==> config.mk <==
export PLATFORM = sky130hd
export DESIGN_NAME = utf8_to_utf16_stream
export DESIGN_NICKNAME = d
export VERILOG_FILES = /design/src/hw/rtl/u8u16_pkg.sv /design/src/hw/rtl/u8u16_front.sv /design/src/hw/rtl/u8u16_queue.sv /design/src/hw/rtl/u8u16_back.sv /design/src/hw/rtl/utf8_to_utf16_stream.sv
export SDC_FILE = /design/constraint.sdc
export NUM_CORES = 1
export LEC_CHECK = 0
export BUFFER_PORTS_ARGS = -buffer_cell sky130_fd_sc_hd__buf_2
export CORE_UTILIZATION = 66
export DETAILED_ROUTE_END_ITERATION = 6
export HOLD_SLACK_MARGIN = 0.12
export PLACE_DENSITY = 0.85
export RECOVER_POWER = 50
export SYNTH_ARGS = -nofsm -noshare
export SYNTH_HDL_FRONTEND = slang
export SYNTH_SLANG_ARGS = --single-unit
==> constraint.sdc <==
create_clock -name clk -period 6.3 [get_ports clk]
set_clock_uncertainty 0.05 [all_clocks]
set_input_delay 0 -clock clk [delete_from_list [all_inputs] [get_ports clk]]
set_output_delay 0 -clock clk [all_outputs]
set_load 0.05 [all_outputs]
==> src/hw/rtl/u8u16_pkg.sv <==
// Shared types, constants and decode helpers for the UTF-8 to UTF-16 stream converter.
`timescale 1ns / 1ps
`default_nettype none

package u8u16_pkg;

	localparam logic [15:0] UNIT_REPL = 16'hFFFD;
	localparam logic [15:0] SUR_HI_BASE = 16'hD800;
	localparam logic [15:0] SUR_LO_BASE = 16'hDC00;
	localparam logic [20:0] CP_SUPP = 21'h10000;
	localparam logic [9:0] LOW10_MASK = 10'h3FF;
	localparam logic [4:0] LEAD4_PAT = 5'h1E;
	localparam logic [3:0] LEAD3_PAT = 4'hE;
	localparam logic [2:0] LEAD2_PAT = 3'h6;
	localparam logic [5:0] MAX_UNITS_RST = 6'd62;
	localparam int QDEPTH = 2;
	localparam int QPTR_W = $clog2(QDEPTH);
	localparam int QCNT_W = $clog2(QDEPTH + 1);

	// Units produced by one input byte, before the unit limit is applied.
	typedef struct packed {
		logic [2:0][15:0] units;
		logic [1:0] n_units;
		logic pair;
		logic last;
	} u8u16_item_t;

	// Continuation bytes a lead asks for; zero for ASCII and stray bytes.
	function automatic logic [1:0] conts_needed(input logic [7:0] b);
		logic [1:0] n;
		n = 2'd0;
		if (b[7:5] == LEAD2_PAT) n = 2'd1;
		else if (b[7:4] == LEAD3_PAT) n = 2'd2;
		else if (b[7:3] == LEAD4_PAT) n = 2'd3;
		return n;
	endfunction

	// A byte decoded on its own: ASCII passes, anything else is the replacement.
	function automatic logic [15:0] byte_unit(input logic [7:0] b);
		return b[7] ? UNIT_REPL : {8'h00, b};
	endfunction

endpackage

`default_nettype wire

==> src/hw/rtl/u8u16_front.sv <==
// Front end: gathers multi-byte sequences and turns each byte into a list of code units.
`timescale 1ns / 1ps
`default_nettype none

module u8u16_front
	import u8u16_pkg::*;
(
	input wire logic clk,
	input wire logic arst_n,
	input wire logic accept,
	input wire logic [7:0] in_byte,
	input wire logic end_of_string,
	output u8u16_item_t item
);

	logic [7:0] held_q [3];
	logic [1:0] held_cnt_q;

	logic [7:0] nh [3];
	logic [1:0] nhc;
	logic [1:0] need_h;
	logic f_emit;
	logic [20:0] f_cp;
	logic [20:0] sup_v;

	always_comb begin
		nh = held_q;
		nhc = held_cnt_q;
		need_h = conts_needed(held_q[0]);
		f_emit = 1'b0;
		f_cp = '0;
		if (held_cnt_q == 2'd0) begin
			if (conts_needed(in_byte) == 2'd0) begin
				f_emit = 1'b1;
				f_cp = {5'b0, byte_unit(in_byte)};
			end else begin
				nh[0] = in_byte;
				nhc = 2'd1;
			end
		end else if (held_cnt_q == need_h) begin
			f_emit = 1'b1;
			nhc = 2'd0;
			unique case (need_h)
				2'd1: f_cp = {10'b0, held_q[0][4:0], in_byte[5:0]};
				2'd2: f_cp = {5'b0, held_q[0][3:0], held_q[1][5:0], in_byte[5:0]};
				default: f_cp = {held_q[0][2:0], held_q[1][5:0], held_q[2][5:0], in_byte[5:0]};
			endcase
		end else begin
			nh[held_cnt_q] = in_byte;
			nhc = held_cnt_q + 2'd1;
		end
	end

	assign sup_v = f_cp - CP_SUPP;

	always_comb begin
		item = '0;
		item.last = end_of_string;
		if (f_emit) begin
			if (f_cp >= CP_SUPP) begin
				item.pair = 1'b1;
				item.n_units = 2'd2;
				item.units[0] = SUR_HI_BASE | {5'b0, sup_v[20:10]};
				item.units[1] = SUR_LO_BASE | {6'b0, sup_v[9:0] & LOW10_MASK};
			end else begin
				item.n_units = 2'd1;
				item.units[0] = f_cp[15:0];
			end
		end else if (end_of_string) begin
			// flush: the lead becomes a replacement, the bytes after it decode again
			unique case (nhc)
				2'd1: begin
					item.n_units = 2'd1;
					item.units[0] = UNIT_REPL;
				end
				2'd2: begin
					item.n_units = 2'd2;
					item.units[0] = UNIT_REPL;
					item.units[1] = byte_unit(nh[1]);
				end
				2'd3: begin
					item.units[0] = UNIT_REPL;
					if (conts_needed(nh[1]) == 2'd1) begin
						item.n_units = 2'd2;
						item.units[1] = {5'b0, nh[1][4:0], nh[2][5:0]};
					end else begin
						item.n_units = 2'd3;
						item.units[1] = byte_unit(nh[1]);
						item.units[2] = byte_unit(nh[2]);
					end
				end
				default: item.n_units = 2'd0;
			endcase
		end
	end

	always_ff @(posedge clk or negedge arst_n) begin
		if (!arst_n) begin
			held_cnt_q <= 2'd0;
		end else if (accept) begin
			held_cnt_q <= end_of_string ? 2'd0 : nhc;
		end
	end

	always_ff @(posedge clk) begin
		if (accept) begin
			held_q <= nh;
		end
	end

endmodule

`default_nettype wire

==> src/hw/rtl/u8u16_queue.sv <==
// Short queue of decoded items between the front and back ends.
`timescale 1ns / 1ps
`default_nettype none

module u8u16_queue
	import u8u16_pkg::*;
(
	input wire logic clk,
	input wire logic arst_n,
	input wire logic push,
	input u8u16_item_t push_item,
	output logic full,
	input wire logic pop,
	output logic head_valid,
	output u8u16_item_t head_item
);

	u8u16_item_t mem_q [QDEPTH];
	logic [QPTR_W-1:0] wr_q;
	logic [QPTR_W-1:0] rd_q;
	logic [QCNT_W-1:0] cnt_q;

	assign full = (cnt_q == QCNT_W'(QDEPTH));
	assign head_valid = (cnt_q != '0);
	assign head_item = mem_q[rd_q];

	always_ff @(posedge clk or negedge arst_n) begin
		if (!arst_n) begin
			wr_q <= '0;
			rd_q <= '0;
			cnt_q <= '0;
		end else begin
			if (push) wr_q <= wr_q + 1'b1;
			if (pop) rd_q <= rd_q + 1'b1;
			if (push && !pop) cnt_q <= cnt_q + QCNT_W'(1);
			else if (pop && !push) cnt_q <= cnt_q - QCNT_W'(1);
		end
	end

	always_ff @(posedge clk) begin
		if (push) begin
			mem_q[wr_q] <= push_item;
		end
	end

endmodule

`default_nettype wire

==> src/hw/rtl/u8u16_back.sv <==
// Back end: applies the unit limit, counts units and serializes results to the output.
`timescale 1ns / 1ps
`default_nettype none

module u8u16_back
	import u8u16_pkg::*;
(
	input wire logic clk,
	input wire logic arst_n,
	input wire logic [5:0] max_units,
	input wire logic head_valid,
	input u8u16_item_t head_item,
	output logic pop,
	output logic out_valid,
	input wire logic out_ready,
	output logic [15:0] code_unit,
	output logic unit_valid,
	output logic string_done,
	output logic [5:0] unit_count
);

	logic busy_q;
	logic [1:0] idx_q;
	logic [1:0] cnt_q;
	logic [2:0][15:0] units_q;
	logic valid_q;
	logic last_q;
	logic [5:0] total_q;
	logic [5:0] em_q;
	logic stop_q;

	logic final_beat;
	logic beat;
	logic [5:0] avail;
	logic [1:0] k;
	logic stop_n;
	logic [5:0] em_n;
	logic [1:0] res_cnt;

	assign final_beat = (idx_q == cnt_q - 2'd1);
	assign beat = busy_q && out_ready;
	assign pop = head_valid && (!busy_q || (beat && final_beat));

	// resolve how many of the head item's units fit under the limit
	always_comb begin
		avail = (max_units > em_q) ? (max_units - em_q) : 6'd0;
		k = 2'd0;
		stop_n = stop_q;
		if (!stop_q) begin
			if (head_item.pair) begin
				if (avail >= 6'd2) k = 2'd2;
				else stop_n = 1'b1;
			end else if ({4'b0, head_item.n_units} <= avail) begin
				k = head_item.n_units;
			end else begin
				k = avail[1:0];
				stop_n = 1'b1;
			end
		end
		em_n = em_q + {4'b0, k};
		res_cnt = (k == 2'd0 && head_item.last) ? 2'd1 : k;
	end

	always_ff @(posedge clk or negedge arst_n) begin
		if (!arst_n) begin
			busy_q <= 1'b0;
			idx_q <= 2'd0;
			cnt_q <= 2'd0;
			last_q <= 1'b0;
			valid_q <= 1'b0;
			em_q <= 6'd0;
			stop_q <= 1'b0;
		end else if (pop) begin
			busy_q <= (res_cnt != 2'd0);
			idx_q <= 2'd0;
			cnt_q <= res_cnt;
			last_q <= head_item.last;
			valid_q <= (k != 2'd0);
			em_q <= head_item.last ? 6'd0 : em_n;
			stop_q <= head_item.last ? 1'b0 : stop_n;
		end else if (beat) begin
			if (final_beat) busy_q <= 1'b0;
			else idx_q <= idx_q + 2'd1;
		end
	end

	always_ff @(posedge clk) begin
		if (pop) begin
			units_q <= head_item.units;
			total_q <= em_n;
		end
	end

	assign out_valid = busy_q;
	assign unit_valid = valid_q;
	assign code_unit = valid_q ? units_q[idx_q] : 16'h0000;
	assign string_done = last_q && final_beat;
	assign unit_count = string_done ? total_q : 6'd0;

endmodule

`default_nettype wire

==> src/hw/rtl/utf8_to_utf16_stream.sv <==
// Top level of the UTF-8 to UTF-16 stream converter.
// Path: an accepted byte is written to the item queue, then registered in the back end, which drives the output.
// Throughput: one byte per cycle while the item queue is not full; a byte giving two or three results
// holds the output while they are sent, and the two-entry item queue takes up to two more bytes meanwhile.
// Reset (arst_n low, asynchronous): clears held bytes count, unit count, stop flag,
// queue and output; max_units returns to 62.
`timescale 1ns / 1ps
`default_nettype none

module utf8_to_utf16_stream
	import u8u16_pkg::*;
(
	input wire logic clk,
	input wire logic arst_n,
	input wire logic cfg_valid,
	output logic cfg_ready,
	input wire logic [5:0] cfg_data,      // max_units
	input wire logic s_tvalid,
	output logic s_tready,
	input wire logic [7:0] s_tdata,       // [7:0] in_byte
	input wire logic s_tlast,             // end_of_string
	output logic m_tvalid,
	input wire logic m_tready,
	output logic [23:0] m_tdata,          // [15:0] code_unit, [21:16] unit_count, zero pad
	output logic m_tuser,                 // unit_valid
	output logic m_tlast                  // string_done
);

	logic [5:0] max_units_q;
	logic q_full;
	logic accept;
	u8u16_item_t front_item;
	logic head_valid;
	u8u16_item_t head_item;
	logic pop;
	logic [15:0] code_unit;
	logic [5:0] unit_count;

	assign cfg_ready = 1'b1;
	assign s_tready = !q_full;
	assign accept = s_tvalid && s_tready;

	always_ff @(posedge clk or negedge arst_n) begin
		if (!arst_n) begin
			max_units_q <= MAX_UNITS_RST;
		end else if (cfg_valid && cfg_ready) begin
			max_units_q <= cfg_data;
		end
	end

	u8u16_front u_front (
		.clk(clk),
		.arst_n(arst_n),
		.accept(accept),
		.in_byte(s_tdata),
		.end_of_string(s_tlast),
		.item(front_item)
	);

	u8u16_queue u_queue (
		.clk(clk),
		.arst_n(arst_n),
		.push(accept),
		.push_item(front_item),
		.full(q_full),
		.pop(pop),
		.head_valid(head_valid),
		.head_item(head_item)
	);

	u8u16_back u_back (
		.clk(clk),
		.arst_n(arst_n),
		.max_units(max_units_q),
		.head_valid(head_valid),
		.head_item(head_item),
		.pop(pop),
		.out_valid(m_tvalid),
		.out_ready(m_tready),
		.code_unit(code_unit),
		.unit_valid(m_tuser),
		.string_done(m_tlast),
		.unit_count(unit_count)
	);

	assign m_tdata = {2'b00, unit_count, code_unit};

endmodule

`default_nettype wire
* Yosys cells after proc, flatten, opt, wreduce, memory -nomap -nowiden *
Memories as Yosys holds them, arrays and structs flattened.
Cells that the tools add are included.

word-level totals
  output and inout bits = 29
  memory bits (writable) = 104
  bits of input ports = 20
  register bits = 104
  latch bits = 0
  memories kept = 1
  bits in read-only memories = 0

memory list
  memory         words  width  read ports  clocked after memory_dff  wr ports  RTL line           text
  u_queue.mem_q  2      52     1           0                         1         u8u16_queue.sv:18  u8u16_item_t mem_q [QDEPTH];

operators by class
  multiplexer cells = 74
  add/subtract/negate cells = 10
  shifts and indexed selects = 0
  order comparisons = 7
  divide/modulo/power cells = 0
  reduce and logical (&&, ||, !) cells = 27
  bitwise operators = 1
  multipliers = 0
  equality and inequality tests = 21

operators by type and width
  kind                                                                  count
  two-way mux 16 bit                                                    13
  two-way mux 2 bit                                                     27
  two-way mux 50 bit                                                    1
  two-way mux 21 bit                                                    2
  case mux 21 bit (2 select lines)                                      1
  two-way mux 34 bit                                                    1
  binary-select mux 16 bit (select 2 bit)                               1
  case mux 16 bit (2 select lines)                                      1
  bitwise mux 24 bit                                                    1
  two-way mux 24 bit                                                    1
  two-way mux 8 bit                                                     3
  greater-or-equal comparator 21 x 17 -> 1 bit (second input constant)  1
  subtractor 21 x 17 -> 21 bit (second input constant)                  1
  two-way mux 18 bit                                                    1
  two-way mux 6 bit                                                     3
  demux 8 bit (select 2 bit)                                            1
  two-way mux 1 bit                                                     16
  == test 5 bit (second input constant)                                 3
  == test 4 bit (second input constant)                                 3
  nonzero test 2 bit                                                    6
  == test 3 bit (second input constant)                                 3
  logical AND 1 bit                                                     9
  == test 2 bit (second input constant)                                 4
  adder 2 x 1 -> 2 bit (second input constant)                          3
  22 further kinds                                                      34

* Logic depth before layout (Yosys ltp) *
  depth in word-level cells = 20
  mapped depth = 22

* Cells and area by module *
From an unflattened synthesis, not the netlist that was laid out.

second synthesis, totals
  cell total of the unflattened synthesis = 771
  area total of the unflattened synthesis = 10351.2 um^2

modules (own cells, without submodules)
  module                cells each  times used  seq. area each (um^2)  area an instance (um^2)
  u8u16_queue           178         1           3223.1                 4192.8
  u8u16_back            269         1           1971.9                 3294.4
  u8u16_front           304         1           770.7                  2566.2
  utf8_to_utf16_stream  20          1           156.4                  297.8

* Worst setup path after synthesis *
No wires, ideal clock.

  path kind = register -> register
  start point = reg max_units_q[0]
  end point = reg u_back.em_q[4]
  arrival time = 3.765 ns
  data required time = 6.167 ns
  stages on the path, launching flop included = 22
  buffers on the path = 0
  slack = 2.402 ns
  library setup time = 0.083 ns
  cell sequence = dfrtp_1 inv_1 ha_1 inv_1 fa_1 a211oi_1 o21ai_0 and2_1 nand2_1 ha_1 nor2b_1 o21a_1 and4b_1 and3_1 o21ai_1 inv_1 ha_1 fa_1 nand3_1 xnor2_1 nand2_1 o21ai_0

between the ends
  word-level cells in the longest chain between the ends = 8
  elaborated cells between the ends (all ways) = 11

ends and longest elaborated chain
  what                                                                                                          RTL line                            text
  start: declaration                                                                                            utf8_to_utf16_stream.sv:29          logic [5:0] max_units_q;
  start signal: assignment                                                                                      utf8_to_utf16_stream.sv:47          max_units_q <= cfg_data;
  subtractor 6 bit / > comparator 6 bit (equally long branches)                                                 u8u16_back.sv:46                    avail = (max_units > em_q) ? (max_units - em_q) : 6'd0;
  two-way mux 6 bit *                                                                                           u8u16_back.sv:46
  less-or-equal comparator 2 x 6 -> 1 bit / greater-or-equal comparator 6 x 2 -> 1 bit (equally long branches)  u8u16_back.sv:53, u8u16_back.sv:51
  two-way mux 2 bit (on tied branches)                                                                          u8u16_back.sv:53, u8u16_back.sv:51
  two-way mux 2 bit *                                                                                           u8u16_back.sv:50                    if (head_item.pair) begin
  two-way mux 2 bit *                                                                                           u8u16_back.sv:49                    if (!stop_q) begin
  adder 6 x 2 -> 6 bit *                                                                                        u8u16_back.sv:60                    em_n = em_q + {4'b0, k};
  net u_back.em_n[4]                                                                                            u8u16_back.sv:37                    logic [5:0] em_n;
  two-way mux 6 bit *                                                                                           u8u16_back.sv:79                    em_q <= head_item.last ? 6'd0 : em_n;
  end signal: assignment                                                                                        u8u16_back.sv:79
  end: declaration                                                                                              u8u16_back.sv:29                    logic [5:0] em_q;

Mark *: on every way through the listed nets, which the timed path passes. The rest lies on a longest branch.
A chain may end at the register's enable or synchronous reset.

* Worst setup path after layout *
  start point = reg max_units_q[0]
  end point = reg u_back.em_q[5]

Same word-level chain as after synthesis.

==> out/results.tsv <==
stage	metric	value	unit
global_routing	grt total ovfl	0	
setup_path	Critical Path AT	4.87	ns
yosys	Mapped Cells	745	
yosys	syn_area_per_cell	12.30	µm²
timing	min cycle time layout	4.590	ns
status	run status	complete, but fails checks	
routing	# DRC	0	
timing	fmax	0.2179	GHz
setup_path	worst r2r path cells	22	
yosys	most common library cells after synthesis	149 x edfxtp_1, 56 x nand2_1, 47 x mux2_2	
placed_design	DP HPWL	14.17	mm
cells_and_area	fillers	863	
cells_and_area	Ant. Diodes	0	
cts	post-CTS sizing	0	
cells_and_area	# nets final	838	
cells_and_area	Area growth, synth to finish	11.18	%
floorplan	Die Span Y	119.9	µm
timing	WHS	0.3930	ns
cts	clock-pin slew on the worst setup and hold paths	0.07	ns
global_routing	first-pass GRT wire length	33.06	mm
placed_design	pre-CTS setup slack	1.879	ns
cts	Num CTS Buffers	17	
routing	1st-pass router iterations	7	
flow_run	maxcap violations	2	
global_routing	largest net degree at the start of global routing	57	
cts	CTS Root Buffer Type	clkbuf_16	
setup_path	Startpoint Class	register	
routing	first-iteration detailed-routing DRC count	753	
timing	worst rel slew slack	-57.29	%
cells_and_area	final cell count without fillers	988	
cts	clk sink count	175	
timing	post-route setup slack	1.710	ns
placed_design	Port Buffers	45	
yosys	Yosys Warn Count	0	
timing	Final setup viols	0	
setup_path	R2R Path End	u_back.em_q[5]	
yosys	Post-Synthesis Cell Area	9166	µm²
floorplan	Initial Util	68.40	%
floorplan	row count	42	
timing	max-slew violation count	84	
placed_design	GP Congestion	0.9564	
yosys	top_reg_cell synth	edfxtp_1	
global_routing	initial antenna violation count	0	
cells_and_area	share of cells above drive strength 1	17.98	%
cts	clk_lat worst skew	0.42	ns
placed_design	Area after DPL	9440	µm²
routing	drt wl/cell	21.41	µm
power_and_ir_drop	power per cell area	525.7	nW/µm²
cells_and_area	Finished Core Util	76.05	%
yosys	share of the synthesized area in the top cell type	48.81	%
routing	drt total wl	21.15	mm
global_routing	Tot GR Track Use	30.98	%
setup_path	r2r setup slk	1.71	ns
timing	setup TNS	0	ns
setup_path	CP startpoint	max_units_q[0]	
yosys	leading area contributor after synthesis	edfxtp_1	
cts	CTS tree	built	
status	failing checks	capacitance limit, slew limit	
setup_path	WS Path Type	reg2reg	
setup_path	R2R Path Start	max_units_q[0]	
floorplan	I/O Pins	49	
power_and_ir_drop	Peak VDD IR	255.4	µV
yosys	post-synthesis sequential area ratio	55.98	%
routing	routed vias	6378	
power_and_ir_drop	Leak Pwr	3.854	nW
cts	H-tree levels	4	
routing	Antenna Violating Nets Remaining	0	
yosys	synth unique cells	95	
timing	Final Hold Fails	0	
global_routing	vias in the first global route	6184	
yosys	Synth Register Bits	175	
floorplan	core area	13400	µm²
yosys	share of flip-flops with an asynchronous set or reset	14.86	%
timing	period utilization	72.86	%
timing	transition time of the tightest slew-check pin	2.359	ns
cells_and_area	final standard cell area without fillers	10190	µm²
setup_path	Setup crit end	u_back.em_q[5]	
setup_path	crit end category	register	
worst_hold_path	Hold Crit Class	in2reg	
yosys	most frequent cell after synthesis	edfxtp_1	
setup_path	worst-path maximum fanout	5	
power_and_ir_drop	Design Power	5.357	mW
placed_design	placed insts	930	
yosys	Area contributors post-synth	edfxtp_1 49%, mux2_2 5.8%, dfrtp_1 5.7%	
floorplan	die width	119.9	µm
cts	Longest Clk Path Bufs	2	
timing	RSZ-0062 raised after global routing	false	
floorplan	die area	14360	µm²
routing	drt via density	6.455	
setup_path	CP required	6.58	ns
yosys	EDFF count, synth	149	
==> cells by family (layout without fill, tap and decap cells) <==
family                   Yosys count  in the layout  share of synthesized area, %
buffers and inverters             72            138                         3.563
flip-flops                       175            175                         55.98
AO/OA/AOI/OAI                    179            179                         14.74
other                              2              3                       0.08193
adder cells (fa/ha/maj)           18             18                         2.621
AND/OR/NAND/NOR                  206            206                         12.03
XOR/XNOR                          16             16                         1.529
multiplexers                      77             77                         9.459
==> power breakdown <==
group	total, mW	switching, mW	internal, mW
logic	2.34	1.59	0.753
clock network	0.924	0.424	0.500
registers	2.09	0.227	1.87
==> routing by layer <==
metal	wire length [µm]	track usage (%)	up-vias
met5	0	0	-
met4	504	11.09	0
met3	1596	6.321	53
met2	10180	50.14	288
met1	8872	41.77	3130
li1	-	-	2907
==> layout by cell type (no fill, tap or decap), drive strengths merged, types with 6 or more instances in the layout <==
cell	n
o32ai	6
nand2	58
a21boi	10
nor2b	9
inv	34
a31oi	8
dlygate4sd3	27
ha	16
a21o	7
o21ai	47
and2	23
mux2i	25
clkbuf	35
and3	17
edfxtp	149
a21oi	30
o221ai	6
nand3	18
nor3	11
nand2b	9
mux2	52
a211oi	8
dfrtp	21
o21a	12
buf	34
nor2	44
xnor2	11
==> sequential cells by signal (all words and copies together), names as in the netlist, 2 cells and up <==
name	flops
u_back.cnt_q	2
u_back.idx_q	2
max_units_q	6
u_back.units_q	37
u_queue.cnt_q	2
u_queue.mem_q	82
u_front.held_q	24
u_back.total_q	6
u_front.held_cnt_q	2
u_back.em_q	6
==> critical path: stages (launching register included) <==
cell	delay, ns
dfrtp_1	0.36
inv_1	0.09
ha_1	0.18
inv_1	0.06
fa_1	0.41
a211oi_1	0.22
o21ai_0	0.26
and2_1	0.26
nand2_1	0.08
ha_1	0.23
nor2b_1	0.15
o21ai_0	0.38
a21oi_1	0.08
a311oi_1	0.32
o21ai_1	0.18
inv_1	0.09
ha_1	0.19
a21o_1	0.12
nand2_1	0.10
nor3_1	0.24
xnor2_1	0.18
nand3_1	0.11
o21ai_0	0.15
==> area by class of cell <==
| cell class | count | area (µm²) | share of cell area (%) |
|---|---|---|---|
| Inverter | 32 | 120.1 | 1.179 |
| Multi-Input combinational cell | 499 | 3720 | 36.50 |
| Sequential cell | 175 | 5131 | 50.35 |
| Tap cell | 176 | 220.2 | 2.161 |
| Timing Repair Buffer | 75 | 495.5 | 4.862 |
| Clock inverter | 10 | 63.81 | 0.6262 |
| Clock buffer | 21 | 440.4 | 4.322 |
==> worst min-delay path by stage <==
stage                     startpoint             endpoint  slack [ns]  depth (start not counted)
after floorplan               arst_n       max_units_q[0]       -0.35                          0
after global placement        arst_n     u_queue.cnt_q[0]       -0.03                          1
after detailed placement      arst_n     u_queue.cnt_q[1]       -0.01                          1
after CTS                    s_tlast  u_queue.mem_q[0][0]        0.33                          2
after global routing       cfg_valid       max_units_q[0]        0.42                          3
final                      cfg_valid       max_units_q[0]        0.39                          3
==> timing repair <==
item / in CTS / in global routing
buffers inserted: 0 / 0
hold buffers: 27 / 0
endpoints found under the hold margin: 74 / 0
Power figures use the tool's default switching activity.
